[src/hw/rtl/pwb_pkg.sv]
// Pose blend package: payload structs, queue entry, divider request/response
// and sizing constants. No dependencies.
`timescale 1ns / 1ps
`default_nettype none

package pwb_pkg;

  localparam int unsigned POSE_LIMIT_DEF = 16;
  localparam int unsigned QUEUE_DEPTH    = 2;
  localparam int unsigned DIV_N_W        = 64;
  localparam int unsigned DIV_D_W        = 32;

  typedef struct packed {
    logic signed [31:0] trans_x;
    logic signed [31:0] trans_y;
    logic signed [31:0] trans_z;
    logic signed [15:0] rot_x;
    logic signed [15:0] rot_y;
    logic signed [15:0] rot_z;
    logic signed [15:0] rot_w;
    logic signed [31:0] scale_x;
    logic signed [31:0] scale_y;
    logic signed [31:0] scale_z;
    logic signed [15:0] weight;
    logic               last_pose;
  } in_t;

  typedef struct packed {
    logic signed [31:0] out_trans_x;
    logic signed [31:0] out_trans_y;
    logic signed [31:0] out_trans_z;
    logic signed [15:0] out_rot_x;
    logic signed [15:0] out_rot_y;
    logic signed [15:0] out_rot_z;
    logic signed [15:0] out_rot_w;
    logic signed [31:0] out_scale_x;
    logic signed [31:0] out_scale_y;
    logic signed [31:0] out_scale_z;
    logic               no_weight;
  } out_t;

  // acc: sample contributes to the sums; entries without acc carry only the last mark
  typedef struct packed {
    in_t  data;
    logic acc;
  } entry_t;

  typedef struct packed {
    logic               start;
    logic [DIV_N_W-1:0] dividend;
    logic [DIV_D_W-1:0] divisor;
  } div_req_t;

  typedef struct packed {
    logic               busy;
    logic               done;
    logic [DIV_N_W-1:0] quotient;
  } div_rsp_t;

endpackage

`default_nettype wire

[src/hw/rtl/pwb_div.sv]
// Restoring unsigned divider, one quotient bit per cycle.
// Depends on pwb_pkg.
`timescale 1ns / 1ps
`default_nettype none

module pwb_div (
  input  wire logic              clk_i,
  input  wire logic              rst_ni,
  input  wire pwb_pkg::div_req_t req_i,
  output pwb_pkg::div_rsp_t      rsp_o
);

  localparam int unsigned NW    = pwb_pkg::DIV_N_W;
  localparam int unsigned DW    = pwb_pkg::DIV_D_W;
  localparam int unsigned CNT_W = $clog2(NW);

  logic             busy_q, done_q;
  logic [CNT_W-1:0] cnt_q;
  logic [NW-1:0]    dq_q;
  logic [DW-1:0]    rem_q, div_q;
  logic [DW:0]      rem_sh;
  logic             fits;
  logic [DW:0]      rem_sub;

  assign rem_sh  = {rem_q, dq_q[NW-1]};
  assign fits    = rem_sh >= {1'b0, div_q};
  assign rem_sub = rem_sh - {1'b0, div_q};

  assign rsp_o.busy     = busy_q;
  assign rsp_o.done     = done_q;
  assign rsp_o.quotient = dq_q;

  always_ff @(posedge clk_i or negedge rst_ni) begin
    if (!rst_ni) begin
      busy_q <= 1'b0;
      done_q <= 1'b0;
      cnt_q  <= '0;
      dq_q   <= '0;
      rem_q  <= '0;
      div_q  <= '0;
    end else begin
      done_q <= 1'b0;
      if (req_i.start && !busy_q) begin
        busy_q <= 1'b1;
        cnt_q  <= '0;
        dq_q   <= req_i.dividend;
        rem_q  <= '0;
        div_q  <= req_i.divisor;
      end else if (busy_q) begin
        // quotient bits shift in where dividend bits leave
        rem_q <= fits ? rem_sub[DW-1:0] : rem_sh[DW-1:0];
        dq_q  <= {dq_q[NW-2:0], fits};
        cnt_q <= cnt_q + CNT_W'(1);
        if (cnt_q == CNT_W'(NW - 1)) begin
          busy_q <= 1'b0;
          done_q <= 1'b1;
        end
      end
    end
  end

endmodule

`default_nettype wire

[config.mk]
export PLATFORM = sky130hd
export DESIGN_NAME = pwb_div
export DESIGN_NICKNAME = d
export VERILOG_FILES = /design/src/hw/rtl/pwb_pkg.sv /design/src/hw/rtl/pwb_div.sv
export SDC_FILE = /design/constraint.sdc
export NUM_CORES = 1
export LEC_CHECK = 0
export ABC_AREA = 1
export BUFFER_PORTS_ARGS = -buffer_cell sky130_fd_sc_hd__clkbuf_2
export CAP_MARGIN = 40
export CORE_MARGIN = 1.5
export CORE_UTILIZATION = 55
export CTS_BUF_LIST = sky130_fd_sc_hd__clkbuf_4
export DETAILED_ROUTE_END_ITERATION = 10
export PLACE_DENSITY = 0.82
export SYNTH_ARGS = -nofsm -noshare
export SYNTH_HDL_FRONTEND = slang
export SYNTH_SLANG_ARGS = --single-unit
[constraint.sdc]
create_clock -name clk_i -period 2.42 [get_ports clk_i]
set_input_delay 0.484 -clock clk_i [delete_from_list [all_inputs] [get_ports clk_i]]
set_output_delay 0.484 -clock clk_i [all_outputs]
set_load 0.01 [all_outputs]
==> impl_metrics.json <==
{
  "power.density_mw_per_mm2": 1670,
  "clockBufferDepth": 2,
  "synth_ff_type": "dfrtp_1",
  "fp.dieH_microns": 127,
  "finalSetupTns_ns": 0,
  "period_share": 0.934,
  "synth_edf_count": 0,
  "hold_class": "in -> reg",
  "viasPerCell": 5.26,
  "drive_gt1_frac": 0.183,
  "cts_setup_buffers": 0,
  "netlist_instances": 1228,
  "dpl_cell_area_sq_mm": 0.00960,
  "first_pass_iters": 5,
  "skew_ns": 0.0244,
  "clock_sinks": 136,
  "p_leak_nw": 5.53,
  "critPathCaptureType": "register",
  "worstMarginPinSlew_ns": 0.505,
  "cts.clk_slew.worst_paths_ns": 0.16,
  "dp.final_hpwl_mm": 18.0,
  "cts_made_buffers": 17,
  "drc": 0,
  "core-area_sq_mm": 0.0151,
  "rows": 45,
  "die_area_sq_mm": 0.0162,
  "path_class": "reg -> reg",
  "synth_seq_cells": 136,
  "cts_tree": "built",
  "cts_root_buf": "clkbuf_4",
  "drv_cap": 0,
  "syn_area_per_cell_sq_um": 6.92,
  "nNetsFinal": 1521,
  "synth.distinct_cells": 37,
  "hold_viol_final": 0,
  "antenna_found_initial": 1,
  "fmax_mhz": 442,
  "final_antenna_net_count": 0,
  "grt_pass1_wl_mm": 39.5,
  "async_reset_ff_frac": 1.00,
  "synth_warnings": 0,
  "setup_viol": 0,
  "areaGrowthSynthToFinish_pct": 18.3,
  "die_x_microns": 127,
  "start_kind": "register",
  "drv_slew": 0,
  "htreeDepth": 4,
  "synth-seq-area-share": 0.401,
  "grt_pass1_vias": 8149,
  "post-route-min-period_ns": 2.26,
  "numPortBuffers": 164,
  "synth_area_sq_mm": 0.00849,
  "slew_headroom": 0.663,
  "outcome": "completed",
  "ios": 165,
  "cp.required_ns": 2.89,
  "insertion_delay_ns": 0.59,
  "grt_overflow": 0,
  "wire_per_inst_microns": 15.0,
  "ir_drop_v": 0.000697,
  "arrival_ns": 2.73,
  "grt_max_degree": 84,
  "initial_utilization": 0.561,
  "finalInstanceArea_sq_mm": 0.0100,
  "design_power_total_mw": 16.8,
  "critPathMaxFanout": 4,
  "via_count": 8371,
  "routed_wl_mm": 23.8,
  "grt_use_total": 0.310,
  "synth_nets": 1361,
  "holdWs_ns": 0.0773,
  "place.gp.congestion": 0.984,
  "drtIter0Drc": 483
}
==> report_power, final <==
part	internal [mW]	switching (mW)	leakage, nW
Sequential	3.47	0.829	1.57
Combinational	4.26	6.73	3.82
Clock	0.465	1.06	0.143
Total	8.19	8.62	5.53
==> cell usage after synthesis, drive strengths merged (16+ instances only) <==
cell      n  area, sq um
nand2   499         1890
inv     187          702
dfrtp   136         3400
nand3   102          515
nor2     52          215
o21ai    47          235
ha       33          413
buf      23          134
clkbuf   23         86.3
o211ai   21          158
a21oi    19         95.1
nand3b   16          120
==> worst max-delay path: stages (launching register included) <==
cell and delay (ns):
dfrtp_1 0.37, inv_1 0.07, ha_1 0.23, fa_2 0.36, inv_1 0.08, nand3_1 0.10, nand3_2 0.13, nand2_1 0.09
nand2_2 0.11, nand2_1 0.09, nand3_1 0.13, nand2_1 0.10, nand2_1 0.07, nand2_1 0.09, nand3_1 0.08, nand2_1 0.05
==> layout make-up <==
type | count | area (sq um)
Clock buffer | 17 | 128
Multi-Input combinational cell | 854 | 4290
Timing Repair Buffer | 187 | 1110
Inverter | 192 | 722
Tap cell | 188 | 235
Fill cell | 1385 | 5100
Sequential cell | 136 | 3400
Antenna cell | 1 | 2.50
Clock inverter | 15 | 153
==> per-stage QoR <==
stage               std cells   util  setup WS, ns
detailed placement       1556  0.634        0.0807
global route             1590  0.663       -0.0298
global placement         1556  0.634        0.0954
finish                   1590  0.663         0.159
CTS                      1589  0.653        0.0314
floorplan                1228      -         0.450
==> logic make-up (layout without fill, tap and decap cells) <==
kind of cell             Yosys count  in the layout  synth area share
XOR/XNOR                          14             14            0.0144
buffers and inverters            238            411             0.111
flip-flops                       136            136             0.401
AO/OA/AOI/OAI                    116            116            0.0846
other                              0              1                 0
adder cells (fa/ha/maj)           34             34            0.0510
AND/OR/NAND/NOR                  690            690             0.339
==> worst paths after layout <==
path                           start   endpoint  slack, ns  cells past startpoint
hold reg to reg             div_q[0]   div_q[0]       0.51                      2
min in group asynchronous     rst_ni   rem_q[5]       0.35                      2
setup / recovery            dq_q[63]  rem_q[24]       0.16                     15
hold / removal             req_i[93]   dq_q[61]       0.08                      3
max in group asynchronous     rst_ni   dq_q[35]       1.44                      3
setup reg to reg            dq_q[63]  rem_q[24]       0.16                     15
==> cell usage in the layout, fill, tap and decap left out, types with 5 or more instances in the layout <==
master    synthesis  layout
nand2_1         495     491
inv_1           182     181
clkbuf_2          0     163
dfrtp_1         136     135
nand3_1         101     100
nor2_1           48      41
o21ai_0          37      37
ha_1             33      25
o211ai_1         21      21
a21oi_1          19      19
clkbuf_4          0      17
nand3b_1         16      16
a22oi_1          15      15
xnor2_1          13      13
buf_4             5      12
o21ai_1          10      10
nand4_1           9       9
o221ai_1          9       9
nor2_2            2       8
buf_12            0       8
and2_1            6       6
nand2_2           3       6
ha_4              0       6
clkinv_1          5       5
inv_2             5       5
inv_6             0       5
==> layer usage <==
metal | track usage | vias to the layer above | routed length (microns) | part of all wire
li1 | - | 4162 | - | -
met1 | 0.385 | 3843 | 9980 | 0.42
met2 | 0.511 | 290 | 11400 | 0.48
met3 | 0.0666 | 76 | 1380 | 0.058
met4 | 0.161 | 0 | 1040 | 0.043
met5 | 0 | - | 0 | 0
==> repair_timing <==
action | in CTS | in global routing
endpoints found under the hold margin | 37 | 0
hold buffers | 1 | 0
resized for setup | 0 | 28
endpoints found under the setup margin | 0 | 30
==> state kept, by name, summed over array words and instances, names as in the netlist <==
signal / cells
dq_q: 64
div_q: 32
rem_q: 32
cnt_q: 6
busy_q: 1
done_q: 1
No activity file was read; power rests on OpenSTA's default activity.
