--- config.mk ---
export PLATFORM = sky130hd
export DESIGN_NAME = pwb_fifo
export DESIGN_NICKNAME = d
export VERILOG_FILES = /design/src/hw/rtl/pwb_pkg.sv /design/src/hw/rtl/pwb_fifo.sv
export SDC_FILE = /design/constraint.sdc
export NUM_CORES = 1
export LEC_CHECK = 0
export BUFFER_PORTS_ARGS = -buffer_cell sky130_fd_sc_hd__buf_2
export CORE_MARGIN = 2
export CORE_UTILIZATION = 40
export DETAILED_ROUTE_END_ITERATION = 10
export HOLD_SLACK_MARGIN = 0.08
export PLACE_DENSITY = 0.72
export SLEW_MARGIN = 10
export SYNTH_ARGS = -nofsm -noshare
export SYNTH_HDL_FRONTEND = slang
export SYNTH_SLANG_ARGS = --single-unit
--- constraint.sdc ---
create_clock -name clk_i -period 17.3 [get_ports clk_i]
set_input_delay 5.19 -clock clk_i [delete_from_list [all_inputs] [get_ports clk_i]]
set_output_delay 5.19 -clock clk_i [all_outputs]
set_load 0.03 [all_outputs]
--- src/hw/rtl/pwb_pkg.sv ---
// Pose blend package: payload structs, queue entry, divider request/response
// and sizing constants. No dependencies.
`timescale 1ns / 1ps
`default_nettype none

package pwb_pkg;

  localparam int unsigned POSE_LIMIT_DEF = 16;
  localparam int unsigned QUEUE_DEPTH    = 2;
  localparam int unsigned DIV_N_W        = 64;
  localparam int unsigned DIV_D_W        = 32;

  typedef struct packed {
    logic signed [31:0] trans_x;
    logic signed [31:0] trans_y;
    logic signed [31:0] trans_z;
    logic signed [15:0] rot_x;
    logic signed [15:0] rot_y;
    logic signed [15:0] rot_z;
    logic signed [15:0] rot_w;
    logic signed [31:0] scale_x;
    logic signed [31:0] scale_y;
    logic signed [31:0] scale_z;
    logic signed [15:0] weight;
    logic               last_pose;
  } in_t;

  typedef struct packed {
    logic signed [31:0] out_trans_x;
    logic signed [31:0] out_trans_y;
    logic signed [31:0] out_trans_z;
    logic signed [15:0] out_rot_x;
    logic signed [15:0] out_rot_y;
    logic signed [15:0] out_rot_z;
    logic signed [15:0] out_rot_w;
    logic signed [31:0] out_scale_x;
    logic signed [31:0] out_scale_y;
    logic signed [31:0] out_scale_z;
    logic               no_weight;
  } out_t;

  // acc: sample contributes to the sums; entries without acc carry only the last mark
  typedef struct packed {
    in_t  data;
    logic acc;
  } entry_t;

  typedef struct packed {
    logic               start;
    logic [DIV_N_W-1:0] dividend;
    logic [DIV_D_W-1:0] divisor;
  } div_req_t;

  typedef struct packed {
    logic               busy;
    logic               done;
    logic [DIV_N_W-1:0] quotient;
  } div_rsp_t;

endpackage

`default_nettype wire

--- src/hw/rtl/pwb_fifo.sv ---
// Short queue of work entries between front and back end.
// Depends on pwb_pkg.
`timescale 1ns / 1ps
`default_nettype none

module pwb_fifo (
  input  wire logic             clk_i,
  input  wire logic             rst_ni,
  input  wire logic             push_i,
  input  wire pwb_pkg::entry_t  push_data_i,
  output logic                  full_o,
  output logic                  valid_o,
  output pwb_pkg::entry_t       data_o,
  input  wire logic             pop_i
);

  localparam int unsigned DEPTH = pwb_pkg::QUEUE_DEPTH;
  localparam int unsigned PTR_W = (DEPTH > 1) ? $clog2(DEPTH) : 1;
  localparam int unsigned CNT_W = $clog2(DEPTH + 1);

  pwb_pkg::entry_t  mem_q [DEPTH];
  logic [PTR_W-1:0] wr_q, rd_q;
  logic [CNT_W-1:0] cnt_q;
  logic             do_push, do_pop;

  assign full_o  = cnt_q == CNT_W'(DEPTH);
  assign valid_o = cnt_q != '0;
  assign data_o  = mem_q[rd_q];
  assign do_push = push_i && !full_o;
  assign do_pop  = pop_i && valid_o;

  always_ff @(posedge clk_i) begin
    if (do_push) begin
      mem_q[wr_q] <= push_data_i;
    end
  end

  always_ff @(posedge clk_i or negedge rst_ni) begin
    if (!rst_ni) begin
      wr_q  <= '0;
      rd_q  <= '0;
      cnt_q <= '0;
    end else begin
      if (do_push) begin
        wr_q <= (wr_q == PTR_W'(DEPTH - 1)) ? '0 : wr_q + PTR_W'(1);
      end
      if (do_pop) begin
        rd_q <= (rd_q == PTR_W'(DEPTH - 1)) ? '0 : rd_q + PTR_W'(1);
      end
      if (do_push && !do_pop) begin
        cnt_q <= cnt_q + CNT_W'(1);
      end else if (do_pop && !do_push) begin
        cnt_q <= cnt_q - CNT_W'(1);
      end
    end
  end

endmodule

`default_nettype wire

==> flow_metrics.py, run 1 <==
metrics = {
    "status": {
        "status": "complete, no violations",
    },
    "final_layout": {
        "final.fill_count": 4090,
        "stdcell_count": 2185,
        "syn_to_final_growth_pct": 25.56,
        "drive_gt1_frac": 0.6124,
        "postLayoutCoreUtil": 0.5064,
        "nets": 1740,
    },
    "floorplanning": {
        "die-area_mm2": 0.05219,
        "die_h_um": 228.4,
        "io_pins": 554,
        "rows": 82,
        "initial_utilization": 0.4033,
        "core_area_mm2": 0.04997,
        "die_width_um": 228.4,
    },
    "sta": {
        "fin_setup_tns_ns": 0,
        "setup_slack_ns": 7.981,
        "max_freq_mhz": 107.3,
        "setup_violations": 0,
        "skew_ns": 0.01857,
        "rsz0062_at_grt": "false",
        "finalMaxSlewViolations": 0,
        "period_share": 0.5387,
        "hold_violations": 0,
        "layout_min_cycle_time_ns": 9.319,
        "max_slew_margin": 0.2651,
        "worst_pin_slew_ns": 1.102,
    },
    "synthesis": {
        "ys_seq_elements": 552,
        "synth_top_cell_area_share": 0.8166,
        "synth_area_mm2": 0.02015,
        "synth_cell_types": 16,
        "synthesis.nets": 1151,
        "yosysTopAreaCell": "edfxtp_1",
        "syn_inst": 872,
        "ys_seq_area_frac": 0.8216,
        "synthTopCellsByArea": "edfxtp_1 (82%), mux2_2 (14%), buf_6 (1.6%)",
        "synth_common_cells": "edfxtp_1 (548), mux2_2 (253), buf_6 (29)",
        "synth.most_common_cell": "edfxtp_1",
        "syn_area_per_cell_um2": 23.11,
        "ys.flop_type": "edfxtp_1",
        "synthArstFlopShare": 0.007246,
        "synth_enable_flop_cells": 548,
        "synth_warnings": 0,
    },
    "critical_path": {
        "crit_required_ns": 12.11,
        "cpLargestDelayFamily": "buffers and inverters",
        "endpoint_kind": "output pin",
        "path_class": "reg2out",
        "cp_data_arrival_time_ns": 4.13,
        "crit_top_cell": "buf_4",
        "setup.worst_path.start_class": "flip-flop",
        "cp.buffers_inverters": 3,
        "crit_slowest_cell": "dfrtp_4",
        "cp_cell_sequence": "buf_4 -> buf_4 -> mux2_2 -> buf_2",
        "path_max_fanout": 74,
        "max_stage_delay_ns": 1.10,
    },
    "routing": {
        "drtAntennaViolNets": 0,
        "drt_iter0_markers": 578,
        "firstDrtPassIters": 5,
        "drt_wl_total_mm": 43.23,
        "post_drt_wl_per_cell_um": 19.78,
        "via_per_inst": 4.723,
        "num_vias": 10320,
        "drc": 0,
    },
    "clock_tree": {
        "post_cts_resized": 0,
        "cts_hold_buf": 0,
        "clock_latency_ns": 0.58,
        "cts_setup_buffers": 0,
        "numCtsBuffers": 55,
        "htree_num_levels": 2,
        "cts_num_sinks": 552,
        "clockBufferDepth": 3,
        "cts_root_buf": "clkbuf_16",
        "clk_pin_slew_ns": 0.06,
        "cts_tree": "done",
    },
    "power": {
        "p_comb_frac": 0.349,
        "intPower_mw": 3.059,
        "clkPwrFrac": 0.243,
        "pwr-share-seq": 0.408,
        "power.density_mw_per_mm2": 187.6,
        "p_switching_mw": 1.689,
        "p_total_mw": 4.747,
        "swShare": 0.3557,
        "vdd_drop_max_mv": 0.1103,
        "p_leak_nw": 9.440,
    },
    "grt": {
        "grt_pass1_vias": 10860,
        "grt_max_degree": 80,
        "grt_overflow": 0,
        "grt_usage": 0.1594,
        "grt_pass1_wl_mm": 63.47,
        "antenna_found_initial": 12,
    },
    "worst_hold_path": {
        "hp-class": "reg2reg",
    },
    "placement": {
        "place_congestion": 0.8572,
        "dp_hpwl_mm": 29.49,
        "pre_cts_slack_ns": 8.608,
        "dp_cells": 2076,
        "io_buffers": 553,
    },
    "job": {
        "cap_violations": 0,
    },
}
-- stage by stage --
| step | hold slack [ns] | area [um^2] |
|---|---|---|
| 2_1_floorplan | 0.4559 | 20150 |
| 3_3_place_gp | 0.4718 | 23510 |
| 3_5_place_dp | 0.4811 | 23510 |
| 4_1_cts | 0.4931 | 25280 |
| 5_1_grt | 0.5358 | 25300 |
| 6_report | 0.4864 | 25300 |
-- sequential cells by signal, indices dropped and copies added, names as in the netlist --
| name | cells |
|---|---|
| mem_q | 548 |
| cnt_q | 2 |
| rd_q | 1 |
| wr_q | 1 |
-- final cells by class --
type / instances / area [um^2] / area share
Clock inverter: 32 / 296.5 / 0.01172
Sequential cell: 552 / 16560 / 0.6545
Multi-Input combinational cell: 287 / 3263 / 0.1290
Timing Repair Buffer: 563 / 2843 / 0.1124
Inverter: 2 / 7.507 / 0.0002967
Tap cell: 672 / 840.8 / 0.03323
Clock buffer: 68 / 1468 / 0.05801
Antenna cell: 9 / 22.52 / 0.0008902
-- logic make-up after synthesis --
group         synth area share
simple gates          0.001677
buf+inv                0.01708
flops                   0.8216
xor+xnor              0.002174
fa+ha+maj            0.0006208
mux                     0.1568
-- layout by cell type, fill, tap and decap left out --
cell        count
buf_2         553
edfxtp_1      548
mux2_2        253
clkbuf_16      57
mux2_4         20
clkinv_2       12
clkbuf_1       11
buf_4          10
diode_2         9
clkinv_1        8
bufinv_16       5
clkinvlp_4      4
xnor2_1         3
inv_6           3
dfrtp_1         3
inv_1           2
nand2_1         2
xor2_1          2
mux2_1          1
or2_2           1
nand2b_1        1
and3_4          1
nor2_4          1
nor2_1          1
ha_1            1
dfrtp_4         1
-- power groups by stage --
stage | registers, mW | clock network, mW | logic, mW
3_3_place_gp | 1.96 | 0 | 1.65
4_1_cts | 1.94 | 1.18 | 1.68
6_report | 1.94 | 1.15 | 1.66
3_5_place_dp | 1.97 | 0 | 1.67
2_1_floorplan | 1.99 | 0 | 1.30
5_1_grt | 1.96 | 1.23 | 1.74
-- worst paths after layout --
check	from	end	slack, ns	depth (start not counted)
min reg2reg	cnt_q[1]	cnt_q[1]	0.49	1
max in group asynchronous	rst_ni	rd_q	12.76	1
min	cnt_q[1]	cnt_q[1]	0.49	1
max	rd_q	data_o[118]	7.98	4
max reg2reg	cnt_q[0]	mem_q[1][249]	13.71	4
min in group asynchronous	rst_ni	wr_q	4.40	1
-- layer usage --
layer  vias up  part of all wire  global-route usage
li1       4686                 -                   -
met1      5150              0.38              0.1843
met2       385              0.53              0.2835
met3        92             0.064             0.04004
met4         6             0.032             0.06413
met5         -           0.00088                   0
Power figures use the tool's default switching activity.
==> inputs of run 2 (changes only) <==
Clock period 17.3 ns to 9.4 ns, I/O delays scaled along.
==> run 2 against run 1 <==
Effect of this change: via count fell by 0.18%; sequential share of layout area is 0.23 points lower; die area did not move; combinational power is 86% higher; register-to-register slack got worse by 7.3 ns; worst hold slack lost 0.0019 ns; worst setup slack got worse by 4.6 ns; global-route usage down 0.28 points; clock-buffer cell count up 3; critical path depth is 1 lower; design area is 0.35% higher; non-clock buffer count is 2 lower; largest cell class unchanged.
==> flow_metrics.py, run 2 (synthesized netlist as in run 1, its figures left out) <==
metrics = {
    "sta": {
        "layout_min_cycle_time_ns": 6.061,
        "rsz0062_at_grt": "false",
        "setup_violations": 0,
        "period_share": 0.6448,
        "fin_setup_tns_ns": 0,
        "max_slew_margin": 0.2729,
        "finalMaxSlewViolations": 0,
        "worst_pin_slew_ns": 1.091,
        "hold_violations": 0,
        "max_freq_mhz": 165.0,
        "skew_ns": 0.01345,
    },
    "routing": {
        "drc": 0,
        "via_per_inst": 4.716,
        "firstDrtPassIters": 4,
        "drt_iter0_markers": 518,
        "post_drt_wl_per_cell_um": 19.42,
        "drtAntennaViolNets": 0,
        "drt_wl_total_mm": 42.42,
        "num_vias": 10300,
    },
    "floorplanning": {
        "core_area_mm2": 0.04997,
        "die_h_um": 228.4,
        "initial_utilization": 0.4033,
        "rows": 82,
        "io_pins": 554,
        "die_width_um": 228.4,
        "die-area_mm2": 0.05219,
    },
    "clock_tree": {
        "post_cts_resized": 0,
        "cts_setup_buffers": 0,
        "cts_tree": "done",
        "clock_latency_ns": 0.58,
        "cts_hold_buf": 0,
        "clk_pin_slew_ns": 0.06,
        "cts_num_sinks": 552,
        "htree_num_levels": 2,
        "numCtsBuffers": 54,
        "cts_root_buf": "clkbuf_16",
        "clockBufferDepth": 3,
    },
    "critical_path": {
        "crit_path_end": "data_o[130]",
        "rr_worst_depth": 5,
        "cp_data_arrival_time_ns": 3.24,
        "cp.buffers_inverters": 2,
        "max_stage_delay_ns": 0.96,
        "setup.worst_path.start_class": "flip-flop",
        "path_class": "reg2out",
        "crit_start": "rd_q",
        "crit_required_ns": 6.58,
        "timing.rr.end": "mem_q[0][116]",
        "cpLargestDelayFamily": "buffers and inverters",
        "rrSetupSlack_ns": 6.38,
        "cp_cell_sequence": "buf_4 -> mux2_2 -> buf_2",
        "reg2reg_from": "cnt_q[0]",
        "cp.depth": 3,
        "path_max_fanout": 81,
        "crit_slowest_cell": "dfrtp_4",
        "endpoint_kind": "output pin",
    },
    "final_layout": {
        "top_register": "mem_q",
        "multi_input_area_mm2": 0.003263,
        "final.fill_count": 4065,
        "syn_to_final_growth_pct": 25.99,
        "drive_gt1_frac": 0.6105,
        "final_common_cell": "buf_2",
        "postLayoutCoreUtil": 0.5081,
        "seqCellArea_mm2": 0.01656,
        "most-common-layout-cells": "buf_2 (553), edfxtp_1 (548), mux2_2 (253)",
        "largest_register_ffs": 548,
        "nets": 1737,
        "postLayoutCellArea_mm2": 0.02539,
        "reg_top3": "mem_q x548, cnt_q x2",
    },
    "placement": {
        "placed_cell_area_mm2": 0.02352,
        "place_congestion": 0.8198,
        "dp_hpwl_mm": 28.36,
        "io_buffers": 553,
    },
    "power": {
        "p_leak_nw": 9.476,
        "vdd_drop_max_mv": 0.2666,
        "power.density_mw_per_mm2": 348.9,
    },
    "grt": {
        "grt_usage": 0.1566,
        "antenna_found_initial": 10,
        "grt_pass1_vias": 10880,
        "grt_pass1_wl_mm": 62.72,
        "grt_overflow": 0,
        "grt_max_degree": 144,
    },
    "job": {
        "cap_violations": 0,
    },
    "worst_hold_path": {
        "hp-class": "reg2reg",
        "hold_start": "cnt_q[1]",
    },
    "status": {
        "status": "complete, no violations",
    },
}
## run 2: per-stage QoR
step | worst slack, ns | total power [mW] | hold slack [ns] | std cells
floorplan | 1.966 | 5.956 | 0.4559 | 872
global placement | 3.971 | 6.650 | 0.4725 | 2074
detailed placement | 3.968 | 6.697 | 0.4733 | 2074
CTS | 3.322 | 8.952 | 0.4847 | 2174
global route | 3.135 | 9.203 | 0.5119 | 2183
finish | 3.339 | 8.857 | 0.4845 | 2184
## run 2: area by class of cell
type                       instances  area share
clock inverter                    29     0.01587
timing repair buffer             561      0.1124
multi-input combinational        287      0.1285
sequential                       552      0.6523
antenna                           10   0.0009857
tap                              672     0.03312
clock buffer                      71     0.05658
inverter                           2   0.0002957
## run 2: per-layer routing
metal,vias to the layer above,routed length [um],GRT usage
li1,4673,-,-
met1,5132,15790,0.1769
met2,388,22050,0.2747
met3,105,2920,0.04566
met4,2,1654,0.07128
met5,-,13,0
## run 2: power breakdown
group | leakage (nW) | internal [mW] | switching [mW] | total, mW
Clock | 0.899 | 1.35 | 0.885 | 2.24
Sequential | 5.14 | 3.37 | 0.163 | 3.53
Combinational | 3.44 | 1.02 | 2.07 | 3.09
Total | 9.48 | 5.74 | 3.12 | 8.86
## run 2: how the worst min path moves through the flow
stage               slack, ns        to  cells past startpoint
floorplan                0.46  cnt_q[1]                      1
global placement         0.47  cnt_q[1]                      1
CTS                      0.48  cnt_q[1]                      1
finish                   0.48  cnt_q[1]                      1
detailed placement       0.47  cnt_q[1]                      1
global route             0.51  cnt_q[1]                      1
## run 2: worst reg2reg max path, cell delays in order, from the launching register on
cell      delay [ns]
dfrtp_1         0.42
nand2b_1        0.18
nand2_1         0.16
nor2_4          0.12
buf_4           0.73
buf_4           0.98
==> inputs of run 3 (changes only) <==
Settings changed: ABC_AREA set to 1, PLACE_DENSITY 0.72 to 0.74.
Clock period 9.4 ns to 5.5 ns, I/O delays scaled along.
==> run 3 against run 2 <==
Effect of this change: non-clock buffer count is 17 higher; via count is 25% higher; sequential power is 70% higher; die area is 0.27% higher; highest routed layer unchanged.
==> flow_metrics.py, run 3 <==
metrics = {
    "sta": {
        "rsz0062_at_grt": "false",
        "skew_ns": 0.02436,
        "setup_slack_ns": 0.9790,
        "hold_ws_ns": 0.5042,
        "max_freq_mhz": 221.2,
        "hold_violations": 0,
        "layout_min_cycle_time_ns": 4.521,
        "setup_violations": 0,
        "finalMaxSlewViolations": 0,
        "worst_pin_slew_ns": 1.017,
        "max_slew_margin": 0.3221,
        "period_share": 0.8220,
    },
    "synthesis": {
        "synthArstFlopShare": 0.007246,
        "yosysTopAreaCell": "edfxtp_1",
        "synth_top_cell_area_share": 0.8144,
        "synthesis.nets": 1742,
        "synth_warnings": 0,
        "syn_area_per_cell_um2": 13.81,
        "synth_area_mm2": 0.02021,
        "synth_enable_flop_cells": 548,
        "synthTopCellsByArea": "edfxtp_1 (81%), nand2_1 (15%), buf_6 (0.78%)",
        "synth_common_cells": "nand2_1 (833), edfxtp_1 (548), buf_2 (28)",
        "synth.most_common_cell": "nand2_1",
        "ys_seq_area_frac": 0.8194,
        "ys.flop_type": "edfxtp_1",
        "synth_cell_types": 15,
        "ys_seq_elements": 552,
        "syn_inst": 1463,
    },
    "grt": {
        "grt_pass1_vias": 13000,
        "grt_usage": 0.1766,
        "grt_max_degree": 140,
        "grt_pass1_wl_mm": 71.98,
        "antenna_found_initial": 8,
        "grt_overflow": 0,
    },
    "floorplanning": {
        "initial_utilization": 0.4044,
        "io_pins": 554,
        "rows": 82,
        "die_h_um": 228.8,
        "die_width_um": 228.8,
        "core_area_mm2": 0.04997,
        "die-area_mm2": 0.05233,
    },
    "clock_tree": {
        "clockBufferDepth": 3,
        "cts_hold_buf": 0,
        "clock_latency_ns": 0.59,
        "numCtsBuffers": 53,
        "htree_num_levels": 2,
        "cts_root_buf": "clkbuf_16",
        "cts_tree": "done",
        "cts_setup_buffers": 0,
        "cts_num_sinks": 552,
        "clk_pin_slew_ns": 0.06,
        "post_cts_resized": 0,
    },
    "job": {
        "cap_violations": 0,
    },
    "final_layout": {
        "top_register": "mem_q",
        "final.fill_count": 4172,
        "nets": 2314,
        "syn_to_final_growth_pct": 26.15,
        "most-common-layout-cells": "nand2_1 (832), buf_2 (553), edfxtp_1 (548)",
        "final_common_cell": "nand2_1",
        "drive_gt1_frac": 0.3168,
        "largest_register_ffs": 548,
        "reg_top3": "mem_q x548, cnt_q x2",
    },
    "critical_path": {
        "path_max_fanout": 137,
        "cp_data_arrival_time_ns": 2.87,
        "rrSetupSlack_ns": 2.93,
        "setup.worst_path.start_class": "flip-flop",
        "endpoint_kind": "output pin",
        "crit_required_ns": 3.85,
        "path_class": "reg2out",
    },
    "placement": {
        "io_buffers": 553,
        "place_congestion": 0.9222,
        "dp_hpwl_mm": 31.94,
        "pre_cts_slack_ns": 1.588,
    },
    "power": {
        "vdd_drop_max_mv": 0.4214,
        "p_leak_nw": 10.89,
        "power.density_mw_per_mm2": 615.8,
    },
    "routing": {
        "num_vias": 12910,
        "drt_wl_total_mm": 47.72,
        "firstDrtPassIters": 5,
        "via_per_inst": 4.684,
        "drc": 0,
        "drt_iter0_markers": 889,
        "drtAntennaViolNets": 0,
        "post_drt_wl_per_cell_um": 17.31,
    },
    "worst_hold_path": {
        "hp-class": "reg2reg",
    },
    "status": {
        "status": "complete, no violations",
    },
}
-- run 3: cell types whose count changed in the layout (fill, tap and decap cells not counted), moves of 5 or more --
cell      before  now
nand2_1        2  832
buf_4          6   18
mux2_2       253    0
diode_2       10    5
clkinv_1       5   12
buf_12         2    7
mux2_4        20    0
-- run 3: report_power, final --
part	switching [mW]	internal, mW	leakage (nW)
combinational	4.57	1.40	4.88
clock	1.51	2.20	0.863
sequential	0.278	5.74	5.15
total	6.36	9.34	10.9
-- run 3: path summary, 6_finish.rpt --
path,startpoint,to,cells past startpoint
hold / removal,wr_q,wr_q,2
max in group asynchronous,rst_ni,rd_q,1
setup reg to reg,cnt_q[0],mem_q[0][77],5
setup / recovery,rd_q,data_o[17],5
hold reg to reg,wr_q,wr_q,2
min in group asynchronous,rst_ni,cnt_q[1],1
-- run 3: cells by family after synthesis --
group / share of synthesized area
flip-flops: 0.8194
XOR/XNOR: 0.0004335
buffers and inverters: 0.02322
AND/OR/NAND/NOR: 0.1561
AO/OA/AOI/OAI: 0.0002475
adder cells (fa/ha/maj): 0.0006191
-- run 3: through the flow --
stage          std cells  TNS (ns)  cell area [um^2]  power, mW  utilization
2_1_floorplan       1463   -430.62             20240      10.33            -
3_3_place_gp        2652         0             23700      12.02       0.4742
3_5_place_dp        2652         0             23700      12.12       0.4742
4_1_cts             2752         0             25480      15.85       0.5099
5_1_grt             2755         0             25480      16.46       0.5100
6_report            2757         0             25490      15.70       0.5101
-- run 3: metal layers --
layer  up-vias  share of wire  GRT usage
li1       6090              -          -
met1      6167           0.38     0.2095
met2       542           0.50     0.3002
met3       104          0.091    0.05876
met4        10          0.030    0.06332
met5         -         0.0013          0
-- run 3: final cells by class --
type | instances | area [um^2] | share of cell area
well taps | 672 | 840.8 | 0.03299
multi-input cells | 842 | 3198 | 0.1255
inverters | 8 | 53.80 | 0.002111
diodes | 5 | 12.51 | 0.0004909
flip-flops and latches | 552 | 16560 | 0.6497
clock buffers | 69 | 1429 | 0.05606
repair buffers | 578 | 3043 | 0.1194
clock inverters | 31 | 352.8 | 0.01384
-- run 3: worst max-delay path: stages (launching register included) --
cell	delay, ns
dfrtp_4	0.73
inv_8	0.64
buf_12	0.31
nand2_1	0.09
nand2_1	0.06
buf_2	0.22
